==> src/sv/owtsm_pkg.sv <==
// Package for the single-wire temperature sensor master.
// Holds phase codes, command codes, register indexes and shared types.
package owtsm_pkg;

   localparam int CounterWidthDefault = 10;
   localparam int NumRegs = 8;
   localparam int CsrAddrWidth = 5;

   typedef enum logic [2:0] {
      FUNC_TICK  = 3'd0,
      FUNC_RESET = 3'd1,
      FUNC_WRITE = 3'd2,
      FUNC_READ  = 3'd3,
      FUNC_TEMP  = 3'd4
   } func_type;

   typedef enum logic [2:0] {
      REG_RESET_LOW   = 3'd0,
      REG_RESET_REL   = 3'd1,
      REG_PRES_TMO    = 3'd2,
      REG_SLOT_START  = 3'd3,
      REG_WRITE_HOLD  = 3'd4,
      REG_WRITE_REC   = 3'd5,
      REG_READ_SAMPLE = 3'd6,
      REG_READ_HOLD   = 3'd7
   } reg_idx_type;

   typedef enum logic [10:0] {
      PH_IDLE    = 11'b00000000001,
      PH_RST_LOW = 11'b00000000010,
      PH_RST_REL = 11'b00000000100,
      PH_PRES_A  = 11'b00000001000,
      PH_PRES_B  = 11'b00000010000,
      PH_W_START = 11'b00000100000,
      PH_W_HOLD  = 11'b00001000000,
      PH_W_REC   = 11'b00010000000,
      PH_R_START = 11'b00100000000,
      PH_R_WAIT  = 11'b01000000000,
      PH_R_HOLD  = 11'b10000000000
   } phase_type;

   localparam logic [1:0] ST_OK       = 2'd0;
   localparam logic [1:0] ST_NO_PRES  = 2'd1;
   localparam logic [1:0] ST_NO_REL   = 2'd2;
   localparam logic [1:0] ST_REJECTED = 2'd3;

   localparam logic [7:0] CMD_SKIP_ROM  = 8'hCC;
   localparam logic [7:0] CMD_CONVERT   = 8'h44;
   localparam logic [7:0] CMD_READ_PAD  = 8'hBE;
   localparam logic [7:0] BYTE_ALL_ONES = 8'hFF;

   // classified item handed from front to back
   typedef struct packed {
      logic       is_cmd;
      func_type   func;
      logic [7:0] tx_byte;
      logic       bus_in;
   } item_type;

   typedef struct packed {
      logic        bus_out_enable;
      logic        bus_out_level;
      logic        busy_res;
      logic        done_res;
      logic [1:0]  status;
      logic [15:0] rx_data;
      logic [11:0] temp_whole;
      logic [3:0]  temp_frac;
   } result_type;

   typedef struct packed {
      logic [9:0] reset_low;
      logic [7:0] reset_rel;
      logic [9:0] pres_tmo;
      logic [5:0] slot_start;
      logic [7:0] write_hold;
      logic [5:0] write_rec;
      logic [5:0] read_sample;
      logic [7:0] read_hold;
   } timing_type;

endpackage

==> src/sv/one_wire_temp_sensor_master_top.sv <==
// Top level of the single-wire temperature sensor master.
// Depends on owtsm_pkg, owtsm_front, owtsm_back, owtsm_csr.
//
// Usage: push one item per microsecond tick on the req_ channel (func 0 is
// a plain tick, 1..4 start reset, write byte, read byte or read temperature
// while idle). Each accepted item yields exactly one result on the rsp_
// channel, giving the bus drive for the coming tick plus busy, done and
// status; rx_data and the temperature split are valid on the done result.
// Throughput: one item per cycle while the result queue has room; the
// sequencer advances one phase counter step per item. An accepted item
// passes through the front queue register, then the result queue register,
// before it shows on the rsp_ ports, where it can be popped.
// Both channels have two-entry queues; when rsp_pop is held low the result
// queue fills, the sequencer holds, then the front queue fills and req_full
// rises. Nothing is dropped.
// Reset (synchronous, active high) empties both queues, returns the
// sequencer to idle and loads the default timing registers. Registers at
// csr_paddr 4*i are written with psel, penable and pwrite high; pready is
// always high. Write them only while the block is idle.
module one_wire_temp_sensor_master_top #(
   parameter int COUNTER_WIDTH = owtsm_pkg::CounterWidthDefault
) (
   input  logic        clock,
   input  logic        reset,
   input  logic        req_push,
   output logic        req_full,
   input  logic [2:0]  req_func,
   input  logic [7:0]  req_tx_byte,
   input  logic        req_bus_in,
   output logic        rsp_empty,
   input  logic        rsp_pop,
   output logic        rsp_bus_out_enable,
   output logic        rsp_bus_out_level,
   output logic        rsp_busy_res,
   output logic        rsp_done_res,
   output logic [1:0]  rsp_status,
   output logic [15:0] rsp_rx_data,
   output logic [11:0] rsp_temp_whole,
   output logic [3:0]  rsp_temp_frac,
   input  logic        csr_psel,
   input  logic        csr_penable,
   input  logic        csr_pwrite,
   input  logic [owtsm_pkg::CsrAddrWidth-1:0] csr_paddr,
   input  logic [31:0] csr_pwdata,
   output logic [31:0] csr_prdata,
   output logic        csr_pready
);
   import owtsm_pkg::*;

   item_type   item;
   logic       item_valid, item_take, res_valid;
   result_type res;
   timing_type timing;

   owtsm_front u_front (
      .clock, .reset,
      .push(req_push), .full(req_full),
      .func(req_func), .tx_byte(req_tx_byte), .bus_in(req_bus_in),
      .item_valid, .item_take, .item
   );

   owtsm_back #(.COUNTER_WIDTH(COUNTER_WIDTH)) u_back (
      .clock, .reset,
      .item_valid, .item_take, .item, .timing,
      .res_valid, .res_pop(rsp_pop), .res
   );

   owtsm_csr u_csr (
      .clock, .reset,
      .psel(csr_psel), .penable(csr_penable), .pwrite(csr_pwrite),
      .paddr(csr_paddr), .pwdata(csr_pwdata), .prdata(csr_prdata),
      .timing
   );

   assign csr_pready         = 1'b1;
   assign rsp_empty          = !res_valid;
   assign rsp_bus_out_enable = res.bus_out_enable;
   assign rsp_bus_out_level  = res.bus_out_level;
   assign rsp_busy_res       = res.busy_res;
   assign rsp_done_res       = res.done_res;
   assign rsp_status         = res.status;
   assign rsp_rx_data        = res.rx_data;
   assign rsp_temp_whole     = res.temp_whole;
   assign rsp_temp_frac      = res.temp_frac;
endmodule

==> src/sv/owtsm_front.sv <==
// Front end: accepts items, classifies the command code and queues them.
// Depends on owtsm_pkg.
module owtsm_front (
   input  logic                clock,
   input  logic                reset,
   input  logic                push,
   output logic                full,
   input  logic [2:0]          func,
   input  logic [7:0]          tx_byte,
   input  logic                bus_in,
   output logic                item_valid,
   input  logic                item_take,
   output owtsm_pkg::item_type item
);
   import owtsm_pkg::*;

   item_type q_ff [2];
   item_type q0_in, q1_in;
   logic [1:0] cnt_ff, cnt_in;
   item_type incoming;
   logic do_push, do_pop;

   always_comb begin
      incoming.is_cmd  = (func >= FUNC_RESET) && (func <= FUNC_TEMP);
      incoming.func    = incoming.is_cmd ? func_type'(func) : FUNC_TICK;
      incoming.tx_byte = tx_byte;
      incoming.bus_in  = bus_in;
   end

   assign full       = (cnt_ff == 2'd2);
   assign do_push    = push && !full;
   assign item_valid = (cnt_ff != 2'd0);
   assign do_pop     = item_valid && item_take;
   assign item       = q_ff[0];

   always_comb begin
      q0_in  = q_ff[0];
      q1_in  = q_ff[1];
      cnt_in = cnt_ff;
      if (do_pop) begin
         q0_in = q_ff[1];
      end
      if (do_push) begin
         if (cnt_ff - {1'b0, do_pop} == 2'd0) begin
            q0_in = incoming;
         end else begin
            q1_in = incoming;
         end
      end
      cnt_in = cnt_ff + {1'b0, do_push} - {1'b0, do_pop};
   end

   always_ff @(posedge clock) begin
      if (reset) begin
         cnt_ff <= 2'd0;
      end else begin
         cnt_ff <= cnt_in;
      end
      q_ff[0] <= q0_in;
      q_ff[1] <= q1_in;
   end
endmodule

==> src/sv/owtsm_back.sv <==
// Back end: bus sequencer that advances one tick per item and queues results.
// Depends on owtsm_pkg.
module owtsm_back #(
   parameter int COUNTER_WIDTH = owtsm_pkg::CounterWidthDefault
) (
   input  logic                   clock,
   input  logic                   reset,
   input  logic                   item_valid,
   output logic                   item_take,
   input  owtsm_pkg::item_type    item,
   input  owtsm_pkg::timing_type  timing,
   output logic                   res_valid,
   input  logic                   res_pop,
   output owtsm_pkg::result_type  res
);
   import owtsm_pkg::*;

   localparam logic [COUNTER_WIDTH-1:0] CMax = {COUNTER_WIDTH{1'b1}};

   phase_type phase_ff, phase_in;
   logic [COUNTER_WIDTH-1:0] cnt_ff, cnt_in;
   logic [2:0] bit_ff, bit_in;
   logic [7:0] shift_ff, shift_in;
   logic [3:0] step_ff, step_in;
   logic [15:0] word_ff, word_in;
   func_type cmd_ff, cmd_in;
   logic [1:0] last_ff, last_in;

   result_type r_ff [2];
   result_type r0_in, r1_in;
   logic [1:0] rcnt_ff, rcnt_in;
   result_type outr;
   logic [COUNTER_WIDTH-1:0] cnt_inc;
   logic done, is_temp;
   logic [15:0] rx;

   assign item_take = item_valid && (rcnt_ff != 2'd2);
   assign res_valid = (rcnt_ff != 2'd0);
   assign res       = r_ff[0];
   assign cnt_inc   = (cnt_ff < CMax) ? cnt_ff + 1'b1 : cnt_ff;

   // clamp limit to counter range, zero acts as one
   function automatic logic tdone(input logic [COUNTER_WIDTH-1:0] c,
                                  input logic [15:0] lim);
      logic [15:0] l;
      l = lim;
      if (l > 16'(CMax)) l = 16'(CMax);
      if (l == 16'd0) l = 16'd1;
      return 16'(c) >= l;
   endfunction

   always_comb begin
      phase_type pp;
      logic [COUNTER_WIDTH-1:0] pc;
      logic [2:0] pb;
      logic [7:0] ps;
      logic [3:0] pstep;
      logic [15:0] pw;
      logic [1:0] pl;
      logic presence_end, byte_end, temp_go;
      logic [1:0] pst;
      pp = phase_ff; pc = cnt_ff; pb = bit_ff; ps = shift_ff;
      pstep = step_ff; pw = word_ff; pl = last_ff;
      cmd_in = cmd_ff;
      done = 1'b0; is_temp = 1'b0; rx = 16'd0;
      presence_end = 1'b0; byte_end = 1'b0; temp_go = 1'b0; pst = ST_OK;
      if (phase_ff == PH_IDLE) begin
         if (item.is_cmd) begin
            cmd_in = item.func;
            pstep = 4'd0;
            pc = '0;
            unique case (item.func)
               FUNC_WRITE: begin
                  ps = item.tx_byte; pb = 3'd0; pp = PH_W_START;
               end
               FUNC_READ: begin
                  ps = 8'd0; pb = 3'd0; pp = PH_R_START;
               end
               FUNC_TEMP: begin
                  pw = 16'd0; pp = PH_RST_LOW;
               end
               default: pp = PH_RST_LOW;
            endcase
         end
      end else begin
         pc = cnt_inc;
         unique case (phase_ff)
            PH_RST_LOW: if (tdone(cnt_inc, 16'(timing.reset_low))) begin
               pp = PH_RST_REL; pc = '0;
            end
            PH_RST_REL: if (tdone(cnt_inc, 16'(timing.reset_rel))) begin
               pp = PH_PRES_A; pc = '0;
            end
            PH_PRES_A: begin
               if (!item.bus_in) begin
                  pp = PH_PRES_B; pc = '0;
               end else if (tdone(cnt_inc, 16'(timing.pres_tmo))) begin
                  presence_end = 1'b1; pst = ST_NO_PRES;
               end
            end
            PH_PRES_B: begin
               if (item.bus_in) begin
                  presence_end = 1'b1; pst = ST_OK;
               end else if (tdone(cnt_inc, 16'(timing.pres_tmo))) begin
                  presence_end = 1'b1; pst = ST_NO_REL;
               end
            end
            PH_W_START: if (tdone(cnt_inc, 16'(timing.slot_start))) begin
               pp = PH_W_HOLD; pc = '0;
            end
            PH_W_HOLD: if (tdone(cnt_inc, 16'(timing.write_hold))) begin
               pp = PH_W_REC; pc = '0;
            end
            PH_W_REC: if (tdone(cnt_inc, 16'(timing.write_rec))) begin
               if (bit_ff == 3'd7) byte_end = 1'b1;
               else begin
                  pb = bit_ff + 3'd1; ps = shift_ff >> 1; pp = PH_W_START; pc = '0;
               end
            end
            PH_R_START: if (tdone(cnt_inc, 16'(timing.slot_start))) begin
               pp = PH_R_WAIT; pc = '0;
            end
            PH_R_WAIT: if (tdone(cnt_inc, 16'(timing.read_sample))) begin
               ps = {item.bus_in, shift_ff[7:1]}; pp = PH_R_HOLD; pc = '0;
            end
            PH_R_HOLD: if (tdone(cnt_inc, 16'(timing.read_hold))) begin
               if (bit_ff == 3'd7) byte_end = 1'b1;
               else begin
                  pb = bit_ff + 3'd1; pp = PH_R_START; pc = '0;
               end
            end
            default: begin
               pp = PH_IDLE; pc = '0;
            end
         endcase
         if (presence_end) begin
            if (cmd_ff == FUNC_RESET) begin
               done = 1'b1; pl = pst; pp = PH_IDLE; pc = '0;
            end else temp_go = 1'b1;
         end
         if (byte_end) begin
            if (cmd_ff == FUNC_WRITE) begin
               done = 1'b1; pl = ST_OK; pp = PH_IDLE; pc = '0;
            end else if (cmd_ff == FUNC_READ) begin
               done = 1'b1; pl = ST_OK; rx = {8'd0, ps}; pp = PH_IDLE; pc = '0;
            end else temp_go = 1'b1;
         end
         if (temp_go) begin
            pc = '0;
            priority case (step_ff)
               4'd0: begin pstep = 4'd1; ps = CMD_SKIP_ROM; pb = 3'd0; pp = PH_W_START; end
               4'd1: begin pstep = 4'd2; ps = CMD_CONVERT; pb = 3'd0; pp = PH_W_START; end
               4'd2: begin pstep = 4'd3; ps = 8'd0; pb = 3'd0; pp = PH_R_START; end
               4'd3: begin
                  if (ps == BYTE_ALL_ONES) begin
                     pstep = 4'd4; pp = PH_RST_LOW;
                  end else begin
                     ps = 8'd0; pb = 3'd0; pp = PH_R_START;
                  end
               end
               4'd4: begin pstep = 4'd5; ps = CMD_SKIP_ROM; pb = 3'd0; pp = PH_W_START; end
               4'd5: begin pstep = 4'd6; ps = CMD_READ_PAD; pb = 3'd0; pp = PH_W_START; end
               4'd6: begin pstep = 4'd7; ps = 8'd0; pb = 3'd0; pp = PH_R_START; end
               4'd7: begin
                  pw = {8'd0, ps}; pstep = 4'd8; ps = 8'd0; pb = 3'd0; pp = PH_R_START;
               end
               default: begin
                  pw = {ps, word_ff[7:0]}; pstep = 4'd0;
                  done = 1'b1; is_temp = 1'b1; pl = ST_OK; rx = pw; pp = PH_IDLE;
               end
            endcase
         end
      end
      phase_in = pp; cnt_in = pc; bit_in = pb; shift_in = ps;
      step_in = pstep; word_in = pw; last_in = pl;

      outr.bus_out_enable = (pp == PH_RST_LOW) || (pp == PH_W_START) ||
                            (pp == PH_R_START) || ((pp == PH_W_HOLD) && !ps[0]);
      outr.bus_out_level  = 1'b0;
      outr.busy_res       = (pp != PH_IDLE);
      outr.done_res       = done;
      outr.status         = ((phase_ff != PH_IDLE) && item.is_cmd) ? ST_REJECTED : pl;
      outr.rx_data        = rx;
      outr.temp_whole     = is_temp ? rx[15:4] : 12'd0;
      outr.temp_frac      = is_temp ? rx[3:0] : 4'd0;
   end

   always_comb begin
      logic take;
      take   = res_valid && res_pop;
      r0_in  = r_ff[0];
      r1_in  = r_ff[1];
      if (take) r0_in = r_ff[1];
      if (item_take) begin
         if (rcnt_ff - {1'b0, take} == 2'd0) r0_in = outr;
         else r1_in = outr;
      end
      rcnt_in = rcnt_ff + {1'b0, item_take} - {1'b0, take};
   end

   always_ff @(posedge clock) begin
      if (reset) begin
         phase_ff <= PH_IDLE;
         cnt_ff   <= '0;
         bit_ff   <= 3'd0;
         shift_ff <= 8'd0;
         step_ff  <= 4'd0;
         word_ff  <= 16'd0;
         cmd_ff   <= FUNC_TICK;
         last_ff  <= ST_OK;
         rcnt_ff  <= 2'd0;
      end else begin
         if (item_take) begin
            phase_ff <= phase_in;
            cnt_ff   <= cnt_in;
            bit_ff   <= bit_in;
            shift_ff <= shift_in;
            step_ff  <= step_in;
            word_ff  <= word_in;
            cmd_ff   <= cmd_in;
            last_ff  <= last_in;
         end
         rcnt_ff <= rcnt_in;
      end
      r_ff[0] <= r0_in;
      r_ff[1] <= r1_in;
   end
endmodule

==> src/sv/owtsm_csr.sv <==
// Timing register file behind the APB-style configuration port.
// Depends on owtsm_pkg.
module owtsm_csr (
   input  logic                          clock,
   input  logic                          reset,
   input  logic                          psel,
   input  logic                          penable,
   input  logic                          pwrite,
   input  logic [owtsm_pkg::CsrAddrWidth-1:0] paddr,
   input  logic [31:0]                   pwdata,
   output logic [31:0]                   prdata,
   output owtsm_pkg::timing_type         timing
);
   import owtsm_pkg::*;

   timing_type t_ff;
   reg_idx_type idx;
   logic wr;

   assign idx    = reg_idx_type'(paddr[4:2]);
   assign wr     = psel && penable && pwrite;
   assign timing = t_ff;

   always_comb begin
      unique case (idx)
         REG_RESET_LOW:   prdata = 32'(t_ff.reset_low);
         REG_RESET_REL:   prdata = 32'(t_ff.reset_rel);
         REG_PRES_TMO:    prdata = 32'(t_ff.pres_tmo);
         REG_SLOT_START:  prdata = 32'(t_ff.slot_start);
         REG_WRITE_HOLD:  prdata = 32'(t_ff.write_hold);
         REG_WRITE_REC:   prdata = 32'(t_ff.write_rec);
         REG_READ_SAMPLE: prdata = 32'(t_ff.read_sample);
         default:         prdata = 32'(t_ff.read_hold);
      endcase
   end

   always_ff @(posedge clock) begin
      if (reset) begin
         t_ff.reset_low   <= 10'd750;
         t_ff.reset_rel   <= 8'd15;
         t_ff.pres_tmo    <= 10'd240;
         t_ff.slot_start  <= 6'd2;
         t_ff.write_hold  <= 8'd60;
         t_ff.write_rec   <= 6'd2;
         t_ff.read_sample <= 6'd10;
         t_ff.read_hold   <= 8'd60;
      end else if (wr) begin
         unique case (idx)
            REG_RESET_LOW:   t_ff.reset_low   <= pwdata[9:0];
            REG_RESET_REL:   t_ff.reset_rel   <= pwdata[7:0];
            REG_PRES_TMO:    t_ff.pres_tmo    <= pwdata[9:0];
            REG_SLOT_START:  t_ff.slot_start  <= pwdata[5:0];
            REG_WRITE_HOLD:  t_ff.write_hold  <= pwdata[7:0];
            REG_WRITE_REC:   t_ff.write_rec   <= pwdata[5:0];
            REG_READ_SAMPLE: t_ff.read_sample <= pwdata[5:0];
            default:         t_ff.read_hold   <= pwdata[7:0];
         endcase
      end
   end
endmodule

==> config.mk <==
export PLATFORM = sky130hd
export DESIGN_NAME = one_wire_temp_sensor_master_top
export DESIGN_NICKNAME = d
export VERILOG_FILES = /design/src/sv/owtsm_pkg.sv /design/src/sv/one_wire_temp_sensor_master_top.sv /design/src/sv/owtsm_front.sv /design/src/sv/owtsm_back.sv /design/src/sv/owtsm_csr.sv
export SDC_FILE = /design/constraint.sdc
export NUM_CORES = 1
export LEC_CHECK = 0
export ABC_AREA = 1
export ABC_CLOCK_PERIOD_IN_PS = 6300
export BUFFER_PORTS_ARGS = -buffer_cell sky130_fd_sc_hd__buf_2
export CAP_MARGIN = 20
export CORE_UTILIZATION = 48
export DETAILED_ROUTE_END_ITERATION = 10
export PLACE_DENSITY = 0.66
export SLEW_MARGIN = 20
export SYNTH_ARGS = -nofsm -noshare
export SYNTH_HDL_FRONTEND = slang
export SYNTH_SLANG_ARGS = --single-unit
==> constraint.sdc <==
create_clock -name clock -period 6.3 [get_ports clock]
set_input_delay 1.26 -clock clock [delete_from_list [all_inputs] [get_ports clock]]
set_output_delay 1.26 -clock clock [all_outputs]
set_load 0.1 [all_outputs]
======== Yosys cells after proc, flatten, opt, wreduce, memory -nomap -nowiden ========
Memory sizes are Yosys's and may differ from the RTL's.
Index checks and enable logic that the tools add are counted.
storage, ports and cells
  bits in registers ....................... 115
  memory bits (writable) .................. 102
  output and inout bits ................... 73
  word-level logic and storage cells ...... 308
  memories ................................ 2
cells by class
  add/sub/neg operators ................... 8
  order comparisons ....................... 13
  equality and inequality tests ........... 46
  mux-type cells .......................... 166
  bitwise gates (word level) .............. 1
  reductions and logical operators ........ 53
memories
  memory        words  width  rd ports  clocked after Yosys merged registers in  write ports  RTL line           text
  u_back.r_ff   2      38     2         0                                        2            owtsm_back.sv:29   result_type r_ff [2];
  u_front.q_ff  2      13     2         0                                        2            owtsm_front.sv:17  item_type q_ff [2];
operator list
  cell                                                                      number
  16-bit 2-to-1 mux                                                         27
  10-bit 2-to-1 mux                                                         21
  11-bit 2-to-1 mux                                                         19
  38-bit 2-to-1 mux                                                         5
  10-bit by 16-bit greater-or-equal comparator with 1-bit output            10
  8-bit 2-to-1 mux                                                          16
  11-bit one-hot mux with 10 select lines                                   1
  10-bit one-hot mux with 10 select lines                                   1
  10-bit one-hot mux with 7 select lines                                    1
  13-bit 2-to-1 mux                                                         5
  8-bit one-hot mux with 2 select lines                                     3
  8-bit one-hot mux with 5 select lines                                     1
  11-bit one-hot mux with 3 select lines                                    1
  4-bit one-hot mux with 8 select lines                                     1
  1-bit 2-to-1 mux                                                          27
  3-bit 2-to-1 mux                                                          9
  8-bit zero test                                                           3
  2-bit 2-to-1 mux                                                          12
  11-bit by 2-bit equality test with 1-bit output, second input constant    2
  11-bit by 6-bit equality test with 1-bit output, second input constant    2
  11-bit by 7-bit equality test with 1-bit output, second input constant    2
  11-bit by 9-bit equality test with 1-bit output, second input constant    2
  11-bit by 1-bit inequality test with 1-bit output, second input constant  2
  7-bit OR reduction                                                        3
  other kinds (52)                                                          111

======== Longest topological paths before layout ========
Gate-level depths: netlist (run 1).
  depth after elaboration ................. 23
  depth in mapped cells ................... 33

======== Hierarchy ========
Synthesis (run 1) repeated with hierarchy kept, for this count alone.
second synthesis, totals
  cells, all modules ...................... 1893
  area total of the unflattened synthesis .. 13249.0 µm²
by module, submodules not included
  module                           times used  cells each  area each (µm²)  sequential area each (µm²)
  owtsm_back                       1           1282        8720.9           2892.8
  owtsm_csr                        1           446         3027.9           1241.2
  owtsm_front                      1           162         1485.2           690.7
  one_wire_temp_sensor_master_top  1           3           15.0             0.0

======== Least setup slack after synthesis (run 1) ========
OpenSTA, ideal clock, no wires.
  path kind ............................... input to output
  start ................................... input csr_paddr[3] in the netlist's numbering
  end ..................................... output csr_prdata[8]
  arrival time ............................ 3.314 ns
  required time ........................... 5.040 ns
  slack ................................... 1.726 ns
  cell stages on the path ................. 4
  buffers on the path ..................... 0
  path through ............................ inv_1 -> nor3_1 -> clkinv_1 -> o22ai_1
between the ends
  word-level cells in the longest chain between the ends .. 2
  elaborated cells on any way between the ends .. 8
  those cells by class .................... eq/ne (6); mux (1); reduce/logical (1)
RTL lines
  item                                         RTL line                               text
  start, declared                              one_wire_temp_sensor_master_top.sv:43  input logic [owtsm_pkg::CsrAddrWidth-1:0] csr_paddr,
  3-bit equality test (tied with other cells)  owtsm_csr.sv:25                        unique case (idx)
  10-bit one-hot mux with 7 select lines (*)   owtsm_csr.sv:25
  end, declared                                one_wire_temp_sensor_master_top.sv:45  output logic [31:0] csr_prdata,
Every way passes the cells marked *; elsewhere a longest branch is shown, timed or not.

==> results of run 1 <==
cell families (layout without fill, tap and decap cells):
| kind of cell | Yosys count | in the layout | synth area share (%) |
|---|---|---|---|
| other | 2 | 23 | 0.0615 |
| muxes | 3 | 3 | 0.256 |
| buffers and inverters | 355 | 391 | 12.9 |
| xor gates and xnor gates | 8 | 8 | 0.574 |
| AOI/OAI and AO/OA | 411 | 411 | 19.3 |
| DFF | 216 | 216 | 39.5 |
| adders and majority gates | 61 | 61 | 6.25 |
| and+or+nand+nor | 592 | 592 | 21.2 |
cells in the final DEF (no fill, tap or decap), types with 4 or more instances in the layout:
master	instances
nand2_1	282
inv_1	242
dfxtp_1	166
nor2_1	146
o21ai_0	136
a21oi_1	131
buf_2	81
nand3_1	63
ha_1	61
edfxtp_1	50
a31oi_1	38
o211ai_1	27
clkbuf_16	27
nor3_1	26
nand4_1	24
conb_1	23
o22ai_1	22
nand2_2	15
nor2_2	10
buf_4	10
o21ai_1	8
clkinv_1	7
a221oi_1	7
o21bai_1	7
clkbuf_1	7
bufinv_16	5
clkinv_2	5
inv_2	4
xor2_1	4
xnor2_1	4
nor2_4	4
nand3_2	4
a211oi_1	4
a32oi_1	4
worst min-delay path: cells and delay by family (launching register included):
| family | cells | cell delay, ns |
|---|---|---|
| simple gates | 2 | 0.10 |
| flops | 1 | 0.31 |
registers in the layout, summed over array words and instances (netlist names):
signal / count
u_back.bit_ff: 3
u_back.cmd_ff: 3
u_back.cnt_ff: 10
u_back.last_ff: 2
u_back.phase_ff: 11
u_back.r_ff: 75
u_back.rcnt_ff: 2
u_back.shift_ff: 8
u_back.step_ff: 4
u_back.word_ff: 8
u_csr.timing: 62
u_front.cnt_ff: 2
u_front.q_ff: 26
layout make-up:
type	instances	area, um2
sequential	216	4820
timing repair buffer	93	508
tap	330	413
fill	2449	11500
inverter	251	945
multi-input combinational	1098	5910
clock inverter	13	186
clock buffer	34	702
power breakdown:
group          switching (mW)  internal (mW)  total, mW
Combinational            2.15          0.578       2.72
Clock                   0.585          0.984       1.57
Sequential              0.173           1.77       1.94
per-stage QoR:
step | util, % | instances
floorplan | - | 1669
global placement | 50.2 | 1985
detailed placement | 50.2 | 1985
CTS | 53.7 | 2032
global route | 53.9 | 2035
finish | 53.9 | 2035
routing by layer:
metal | share of wire, % | GRT usage, % | up-vias | wire length (um)
li1 | - | - | 5529 | -
met1 | 49 | 34.5 | 5102 | 15500
met2 | 44 | 39.4 | 281 | 14200
met3 | 5.4 | 3.39 | 41 | 1720
met4 | 1.7 | 5.96 | 0 | 556
met5 | 0 | 0 | - | 0
final timing paths:
kind / from / to / slack, ns / depth (start not counted)
max: u_back.cnt_ff[0] / u_back.r_ff[0][75] / 1.80 / 20
min: u_back.r_ff[0][36] / u_back.r_ff[0][36] / 0.44 / 2
max reg2reg: u_back.cnt_ff[0] / u_back.r_ff[0][75] / 1.80 / 20
min reg2reg: u_back.r_ff[0][36] / u_back.r_ff[0][36] / 0.44 / 2
==> reports/metrics.cfg, run 1 <==
[clock_network]
cts_max_level=1
hold_buffers=0
post_cts_buffers=0
cts_root_buffer=clkbuf_16
clock_latency_ns=0.53
cts_sinks=216
cts_tree=yes
clockBufferDepth=3
cts.repair.resized=0
path_clk_slew_ns=0.06
cts_buffers=26

[timing]
relSlewSlack_pct=32.4
setup_tns_ns=0
finalMaxSlewViolations=0
fin_worst_skew_ns=0.0132
worst_pin_slew_ns=1.01
rsz0062_at_grt=false
setup_ws_ns=1.80
fin_hold_ws_ns=0.443
period_share_pct=71.4
fin_crit_ns=4.50
fmax_ghz=0.222
hold_viol=0
finalSetupViolations=0

[placement]
portBuffers=81
dpl-instance-area_mm2=0.0126
dp_hpwl_mm=23.0
dp_slack_ns=1.83
gp_congestion=0.948

[finish]
layout.nets=1803
n_antenna_cell=0
syn2layout_area_growth_pct=10.5
drive_gt1_share_pct=10.8
fin_area_mm2=0.0135

[critical_path]
endpoint_kind=flip-flop
path_buf_inv=0
cp_slowest_stage_delay_ns=0.72
crit_top_cell=nand2_1
cp_cell_sequence=ha_1 > nand2_1 > nor2_2 > nand2_2 > nand2_1 > nor2_1 > xor2_1 > ha_1 > a21oi_1 > nand3_2 > nand2_1 > nand3_1 > nand4_1 > nand3_1 > o21bai_1 > nand2_1 > nand2_1 > nand2_1 > nand2_1 > nand3_2
critical-path-slowest-cell=xor2_1
cp_max_fo=12
arrival_ns=4.75
path_class=flip-flop to flip-flop
cp.required_ns=6.55
start_kind=flip-flop
cp_top_family=simple AND/OR/NAND/NOR gates

[routing]
drt_iter0_markers=796
routed_via_density=5.38
ant_nets=0
vias=11000
drc_errors=1
wire_per_inst_um=15.7
drt_pre_antenna_iters=10
postRouteWirelength_mm=31.9

[global_routing]
grt_max_degree=51
grt_antenna_before_repair=0
grt-ovfl-total=0
track_usage_pct=24.5
grt_pass1_vias=10100
grt_pass1_wl_mm=51.7

[die]
core_mm2=0.0250
start_util_pct=48.8
die_h_um=161
num_rows=58
die_w_um=161
die_area_mm2=0.0261
ios=129

[yosys]
yosysWarnings=0
ys_async_sr_fraction_pct=0
avgSynthCellArea_um2=7.41
ys_ff_latch=216
yosys.area.top_type=dfxtp_1
syn_area_mm2=0.0122
ys_types=60
ys_seq_area_share_pct=39.5
dominantRegCellSynth=dfxtp_1
yosysMostFrequentCell=nand2_1
synth_top_area_share_pct=27.2
synth-edff-count=50
synth.top_cells.by_area=dfxtp_1 27%, edfxtp_1 12%, nand2_1 8.7%, inv_1 7.4%, ha_1 6.3%
netlist_top_cells_count=282 x nand2_1, 242 x inv_1, 166 x dfxtp_1
synthCells=1648

[job]
cap_violations=0

[pwr]
power.total_mw=6.24
max-vdd-ir-drop_mv=0.460
powerDensity_mw_per_mm2=462
leakagePower_nw=6.03

[worst_hold_path]
min_path_type=flip-flop to flip-flop

[outcome]
violations=DRC
status=finished with violations

Note: power is estimated with default switching activity, not from simulation.
==> inputs of run 2 (changes only) <==
--- a/config.mk
+++ b/config.mk
@@ -6,12 +6,12 @@
 export NUM_CORES = 1
 export LEC_CHECK = 0
 export ABC_AREA = 1
-export ABC_CLOCK_PERIOD_IN_PS = 6300
+export ABC_CLOCK_PERIOD_IN_PS = 3600
 export BUFFER_PORTS_ARGS = -buffer_cell sky130_fd_sc_hd__buf_2
 export CAP_MARGIN = 20
 export CORE_UTILIZATION = 48
 export DETAILED_ROUTE_END_ITERATION = 10
-export PLACE_DENSITY = 0.66
+export PLACE_DENSITY = 0.69
 export SLEW_MARGIN = 20
 export SYNTH_ARGS = -nofsm -noshare
 export SYNTH_HDL_FRONTEND = slang
==> constraint.sdc (replaced) <==
create_clock -name clock -period 3.6 [get_ports clock]
set_input_delay 0.72 -clock clock [delete_from_list [all_inputs] [get_ports clock]]
set_output_delay 0.72 -clock clock [all_outputs]
set_load 0.1 [all_outputs]
==> run 2 against run 1 <==
Net effect:
- the flow still finishes with violations (DRC)
- maximum frequency increased by 27%
- register-to-register slack got worse by 1.7 ns
- critical path depth is 3 higher
- combinational power grew 98%
- sequential share of layout area fell by 3.6 points
- largest cell class unchanged
- global-route usage up 0.31 points
- via count rose by 6.4%
==> reports/metrics.cfg, run 2 (same netlist as run 1, synthesis figures left out) <==
[routing]
drt_pre_antenna_iters=8  ; -2
postRouteWirelength_mm=34.1  ; +6.7%
vias=11700  ; +6.4%
ant_nets=0  ; unchanged
routed_via_density=5.46  ; +1.5%
drc_errors=1  ; unchanged
drt_iter0_markers=968  ; +22%
wire_per_inst_um=16.0  ; +1.8%

[timing]
finalMaxSlewViolations=0  ; unchanged
worst_pin_slew_ns=0.771  ; -0.243 ns
hold_viol=0  ; unchanged
period_share_pct=98.5  ; +27 points
finalSetupViolations=0  ; unchanged
fmax_ghz=0.282  ; +27%
setup_tns_ns=0  ; unchanged
rsz0062_at_grt=true
fin_crit_ns=3.55  ; -0.952 ns
relSlewSlack_pct=48.6  ; +16 points
fin_worst_skew_ns=0.0132  ; -0.0000837 ns
setup_ws_ns=0.0533  ; -1.75 ns

[worst_hold_path]
min_path_cells=1  ; -1
min_from=req_tx_byte[5]
holdPathEnd=u_front.q_ff[0][19]
min_path_type=primary input to flip-flop

[clock_network]
clock_latency_ns=0.53  ; about the same
cts_root_buffer=clkbuf_16
cts_tree=yes
cts_sinks=216  ; unchanged
cts_buffers=25  ; -3.8%
path_clk_slew_ns=0.06  ; about the same
cts_max_level=1  ; unchanged
hold_buffers=0  ; unchanged
clockBufferDepth=3  ; unchanged

[placement]
portBuffers=81  ; unchanged
dpl-instance-area_mm2=0.0133  ; +5.8%
dp_slack_ns=-0.176  ; -2.01 ns
gp_congestion=0.900  ; -5.0%
dp_cells=2066  ; +4.1%
dp_hpwl_mm=23.7  ; +3.1%

[die]
core_mm2=0.0250  ; unchanged
die_h_um=161  ; unchanged
num_rows=58  ; unchanged
die_area_mm2=0.0261  ; unchanged
start_util_pct=48.8  ; unchanged
die_w_um=161  ; unchanged
ios=129  ; unchanged

[finish]
drive_gt1_share_pct=22.0  ; +11 points
final_cell_mix=258 x nand2_1, 238 x inv_1, 164 x dfxtp_1
regMostFlops=u_back.r_ff
layout.nets=1904  ; +5.6%
fin_area_mm2=0.0150  ; +11%
layout_commonest_cell=nand2_1
syn2layout_area_growth_pct=23.1
n_antenna_cell=0  ; unchanged
fill_cells=2226  ; -9.1%
largest_reg_flops=75  ; unchanged
instances_no_fill=2134  ; +4.9%

[critical_path]
cp_max_fo=8  ; -4
start_kind=flip-flop
r2r-end=u_back.r_ff[0][75]
rrSetupSlack_ns=0.05  ; -1.75 ns
r2r_start=u_back.cnt_ff[1]
cp.required_ns=3.87  ; -2.68 ns
path_class=flip-flop to flip-flop
arrival_ns=3.81  ; -0.94 ns
rr_worst_depth=23  ; +15%
endpoint_kind=flip-flop

[pwr]
max-vdd-ir-drop_mv=0.785  ; +71%
leakagePower_nw=6.66  ; +10%
power.total_mw=11.2  ; +80%
powerDensity_mw_per_mm2=745  ; +61%

[global_routing]
track_usage_pct=24.8  ; +0.31 points
grt_pass1_vias=10300  ; +1.9%
grt-ovfl-total=0  ; unchanged
grt_antenna_before_repair=0  ; unchanged
grt_max_degree=67  ; +31%
grt_pass1_wl_mm=52.6  ; +1.7%

[job]
cap_violations=0  ; unchanged

[outcome]
violations=DRC
status=finished with violations

==> run 2: changes by cell type in the layout (fill, tap and decap cells not counted), moves of 17 or more <==
cell | previous run | this run
nand2_1 | 282 | 258
a21oi_1 | 131 | 114
buf_4 | 10 | 94
o21ai_0 | 136 | 108
nor2_1 | 146 | 126
a21oi_2 | 2 | 19
==> run 2: what timing repair did <==
action / in CTS / in global routing
pin swaps: 5 / 67
gates cloned: 1 / 5
endpoints found under the setup margin: 82 / 118
buffers inserted: 3 / 15
gates resized for setup: 20 / 171
==> run 2: report_power, final <==
part / total [mW] / internal [mW] / switching, mW
Clock: 2.41 / 1.38 / 1.03
Combinational: 5.38 / 1.36 / 4.02
Sequential: 3.41 / 3.10 / 0.307
==> run 2: stage by stage <==
stage	hold slack, ns	utilization, %
floorplan	0.438	-
global placement	0.429	53.1
detailed placement	0.446	53.1
CTS	0.375	56.7
global route	0.377	60.0
finish	0.390	60.0
==> run 2: layout make-up <==
type	count	area [um2]	share of cell area, %
inverter	251	952	6.34
clock inverter	8	47.5	0.316
timing repair buffer	195	1510	10.1
multi-input combinational	1098	6560	43.6
sequential	216	4830	32.1
tap	330	413	2.75
clock buffer	36	718	4.78
==> run 2: worst max path at each step <==
| stage | from | to | cells past startpoint |
|---|---|---|---|
| floorplan | u_back.cnt_ff[0] | u_back.r_ff[0][58] | 22 |
| global placement | u_back.cnt_ff[0] | u_back.r_ff[0][75] | 26 |
| detailed placement | u_back.cnt_ff[0] | u_back.r_ff[0][75] | 26 |
| CTS | u_back.cnt_ff[0] | u_back.r_ff[0][75] | 25 |
| global route | u_back.cnt_ff[1] | u_back.r_ff[0][75] | 23 |
| finish | u_back.cnt_ff[1] | u_back.r_ff[0][75] | 23 |
==> run 2: routing by layer <==
metal / GRT usage (%) / up-vias / wire length [um]
met2: 38.9 / 388 / 15400
met3: 3.44 / 52 / 2460
li1: - / 5747 / -
met1: 36.0 / 5468 / 15700
met4: 5.32 / 0 / 489
met5: 0 / - / 0
==> run 2: worst max-delay path: stages (launching register included) <==
cell	delay [ns]
dfxtp_2	0.35
ha_4	0.15
nand2_4	0.06
nor2_4	0.13
nand2_4	0.10
mux2_4	0.40
ha_4	0.29
o21ai_2	0.05
a21oi_1	0.13
nor2_1	0.06
o21bai_1	0.18
nand2_2	0.14
nand2_4	0.14
nand2_4	0.08
nand2_2	0.07
nand2_1	0.05
nand2_1	0.10
nand2_1	0.08
nor2_2	0.09
nand2_2	0.09
nor2_4	0.15
nand3_1	0.11
nand3b_1	0.17
nand3_4	0.11
==> inputs of run 3 (changes only) <==
--- a/config.mk
+++ b/config.mk
@@ -7,7 +7,7 @@
 export LEC_CHECK = 0
 export ABC_AREA = 1
 export ABC_CLOCK_PERIOD_IN_PS = 3600
-export BUFFER_PORTS_ARGS = -buffer_cell sky130_fd_sc_hd__buf_2
+export BUFFER_PORTS_ARGS = -buffer_cell sky130_fd_sc_hd__buf_4
 export CAP_MARGIN = 20
 export CORE_UTILIZATION = 48
 export DETAILED_ROUTE_END_ITERATION = 10
==> run 3 against run 2 <==
Net effect:
- the flow finishes with violations (DRC, setup timing)
- cell count rose by 0.56%
- combinational power rose by 5.9%
- critical path type unchanged
- die area did not move
- via count rose by 0.69%
- largest cell class unchanged
- register-to-register slack got worse by 0.06 ns
- non-clock buffer count rose by 13
- critical path depth rose by 3
==> reports/metrics.cfg, run 3 (same netlist as run 1, synthesis figures left out) <==
[clock_network]
cts_sinks=216  ; unchanged
hold_buffers=0  ; unchanged
cts_root_buffer=clkbuf_16
cts_buffers=24  ; -4.0%
clock_latency_ns=0.53  ; about the same
path_clk_slew_ns=0.06  ; about the same
cts_tree=yes
clockBufferDepth=3  ; unchanged
cts_max_level=1  ; unchanged

[critical_path]
arrival_ns=4.07  ; +0.26 ns
path_buf_inv=1  ; +1
cp.required_ns=4.06  ; +0.19 ns
endpoint_kind=flip-flop
start_kind=flip-flop
cp_max_fo=8  ; unchanged
cp_top_family=simple AND/OR/NAND/NOR gates
path_class=flip-flop to flip-flop
cp_slowest_stage_delay_ns=0.39  ; about the same
critical-path-slowest-cell=mux2_4

[timing]
finalMaxSlewViolations=0  ; unchanged
worst_pin_slew_ns=0.730  ; -0.0413 ns
hold_viol=0  ; unchanged
period_share_pct=100  ; +1.7 points
fin_crit_ns=3.61  ; +0.0599 ns
relSlewSlack_pct=51.3  ; +2.7 points
finalSetupViolations=1  ; +1
rsz0062_at_grt=true
fmax_ghz=0.277  ; -1.7%
fin_worst_skew_ns=0.00830  ; -0.00486 ns
setup_ws_ns=-0.00659  ; -0.0599 ns

[global_routing]
grt_antenna_before_repair=0  ; unchanged
track_usage_pct=25.2  ; +0.38 points
grt-ovfl-total=0  ; unchanged
grt_pass1_vias=10600  ; +3.1%
grt_pass1_wl_mm=53.2  ; +1.1%
grt_max_degree=47  ; -30%

[finish]
drive_gt1_share_pct=24.2  ; +2.2 points
layout_commonest_cell=nand2_1
multiInputGateArea_mm2=0.00673  ; +2.7%
layout.nets=1916  ; +0.63%
syn2layout_area_growth_pct=27.0
final_cell_mix=247 x nand2_1, 233 x inv_1, 184 x buf_4
largest_reg_flops=75  ; unchanged
fill_cells=2178  ; -2.2%
final-seq-area_mm2=0.00483  ; unchanged
instances_no_fill=2146  ; +0.56%
n_antenna_cell=0  ; unchanged
regMostFlops=u_back.r_ff

[pwr]
power_frac_seq_pct=29.3  ; -1.1 points
power.total_mw=11.6  ; +4.0%
p_clk_share_pct=21.7  ; +0.2 points
max-vdd-ir-drop_mv=0.729  ; -7.2%
leakagePower_nw=6.79  ; +2.0%
p_int_mw=6.20  ; +6.1%
switching_power_mw=5.45  ; +1.6%
netSwitchingFraction_pct=46.8  ; -1.1 points
combPwrFrac_pct=49.0  ; +0.9 points
powerDensity_mw_per_mm2=751  ; +0.77%

[routing]
postRouteWirelength_mm=35.1  ; +3.1%
routed_via_density=5.47  ; +0.13%
drc_errors=1  ; unchanged
vias=11700  ; +0.69%
ant_nets=0  ; unchanged
drt_iter0_markers=1040  ; +7.4%
drt_pre_antenna_iters=11  ; +3
wire_per_inst_um=16.4  ; +2.5%

[die]
die_w_um=161  ; unchanged
die_h_um=161  ; unchanged
core_mm2=0.0250  ; unchanged
ios=129  ; unchanged
start_util_pct=48.8  ; unchanged
die_area_mm2=0.0261  ; unchanged
num_rows=58  ; unchanged

[placement]
gp_congestion=0.914  ; +1.5%
portBuffers=81  ; unchanged
dp_cells=2071  ; +0.24%
dp_hpwl_mm=24.3  ; +2.5%

[outcome]
status=finished with violations
violations=DRC, setup timing

[worst_hold_path]
min_path_type=primary input to flip-flop

[job]
cap_violations=0  ; unchanged

## run 3: cell count changes in the layout (fill, tap and decap cells not counted), sizes merged
| cell | before | now |
|---|---|---|
| buf | 192 | 204 |
| inv | 247 | 246 |
| bufinv | 0 | 3 |
| clkinvlp | 2 | 0 |
| clkbuf | 39 | 38 |
| clkinv | 10 | 11 |
## run 3: layer usage
metal	share of wire [%]	vias up	global-route usage (%)	wire, um
met5	0	-	0	0
met4	1.7	0	6.13	580
met3	6.9	50	3.60	2420
met2	46	414	40.8	16300
met1	45	5509	35.3	15900
li1	-	5763	-	-
## run 3: final timing paths
| kind | from | endpoint | slack, ns | depth (start not counted) |
|---|---|---|---|---|
| worst min register to register | u_back.r_ff[0][36] | u_back.r_ff[0][36] | 0.46 | 2 |
| worst max register to register | u_back.cnt_ff[1] | u_back.step_ff[2] | -0.007 | 26 |
| worst max-delay path | u_back.cnt_ff[1] | u_back.step_ff[2] | -0.007 | 26 |
| worst min-delay path | req_tx_byte[7] | u_front.q_ff[0][21] | 0.38 | 1 |
## run 3: layout make-up
| cell class | instances | area share, % |
|---|---|---|
| Clock inverter | 9 | 0.815 |
| Sequential cell | 216 | 31.1 |
| Timing Repair Buffer | 208 | 11.4 |
| Multi-Input combinational cell | 1098 | 43.4 |
| Tap cell | 330 | 2.66 |
| Clock buffer | 34 | 4.37 |
| Inverter | 251 | 6.19 |
## run 3: what timing repair did
item	4_1_cts	5_1_grt
buffers inserted	6	19
gates cloned	2	5
hold endpoints to repair	0	0
pin swaps	7	73
gates resized for setup	32	214
endpoints found under the setup margin	64	117
## run 3: power groups by stage
stage / logic (mW) / registers, mW / clock network, mW
final: 5.70 / 3.42 / 2.52
after global placement: 5.08 / 3.43 / 0
after global routing: 6.12 / 3.47 / 2.66
after CTS: 5.24 / 3.41 / 2.56
after floorplan: 4.05 / 3.45 / 0
after detailed placement: 5.15 / 3.45 / 0
## run 3: stage by stage
| step | utilization [%] | cell area [um2] | worst slack (ns) | hold slack [ns] | setup TNS [ns] |
|---|---|---|---|---|---|
| floorplan | - | 12300 | 0.0733 | 0.438 | 0 |
| global placement | 53.7 | 13400 | -0.0766 | 0.447 | -0.417 |
| detailed placement | 53.7 | 13400 | -0.163 | 0.455 | -1.71 |
| CTS | 57.8 | 14500 | -0.0231 | 0.373 | -0.0243 |
| global route | 61.9 | 15500 | -0.169 | 0.374 | -6.14 |
| finish | 61.9 | 15500 | -0.00659 | 0.383 | -0.00659 |
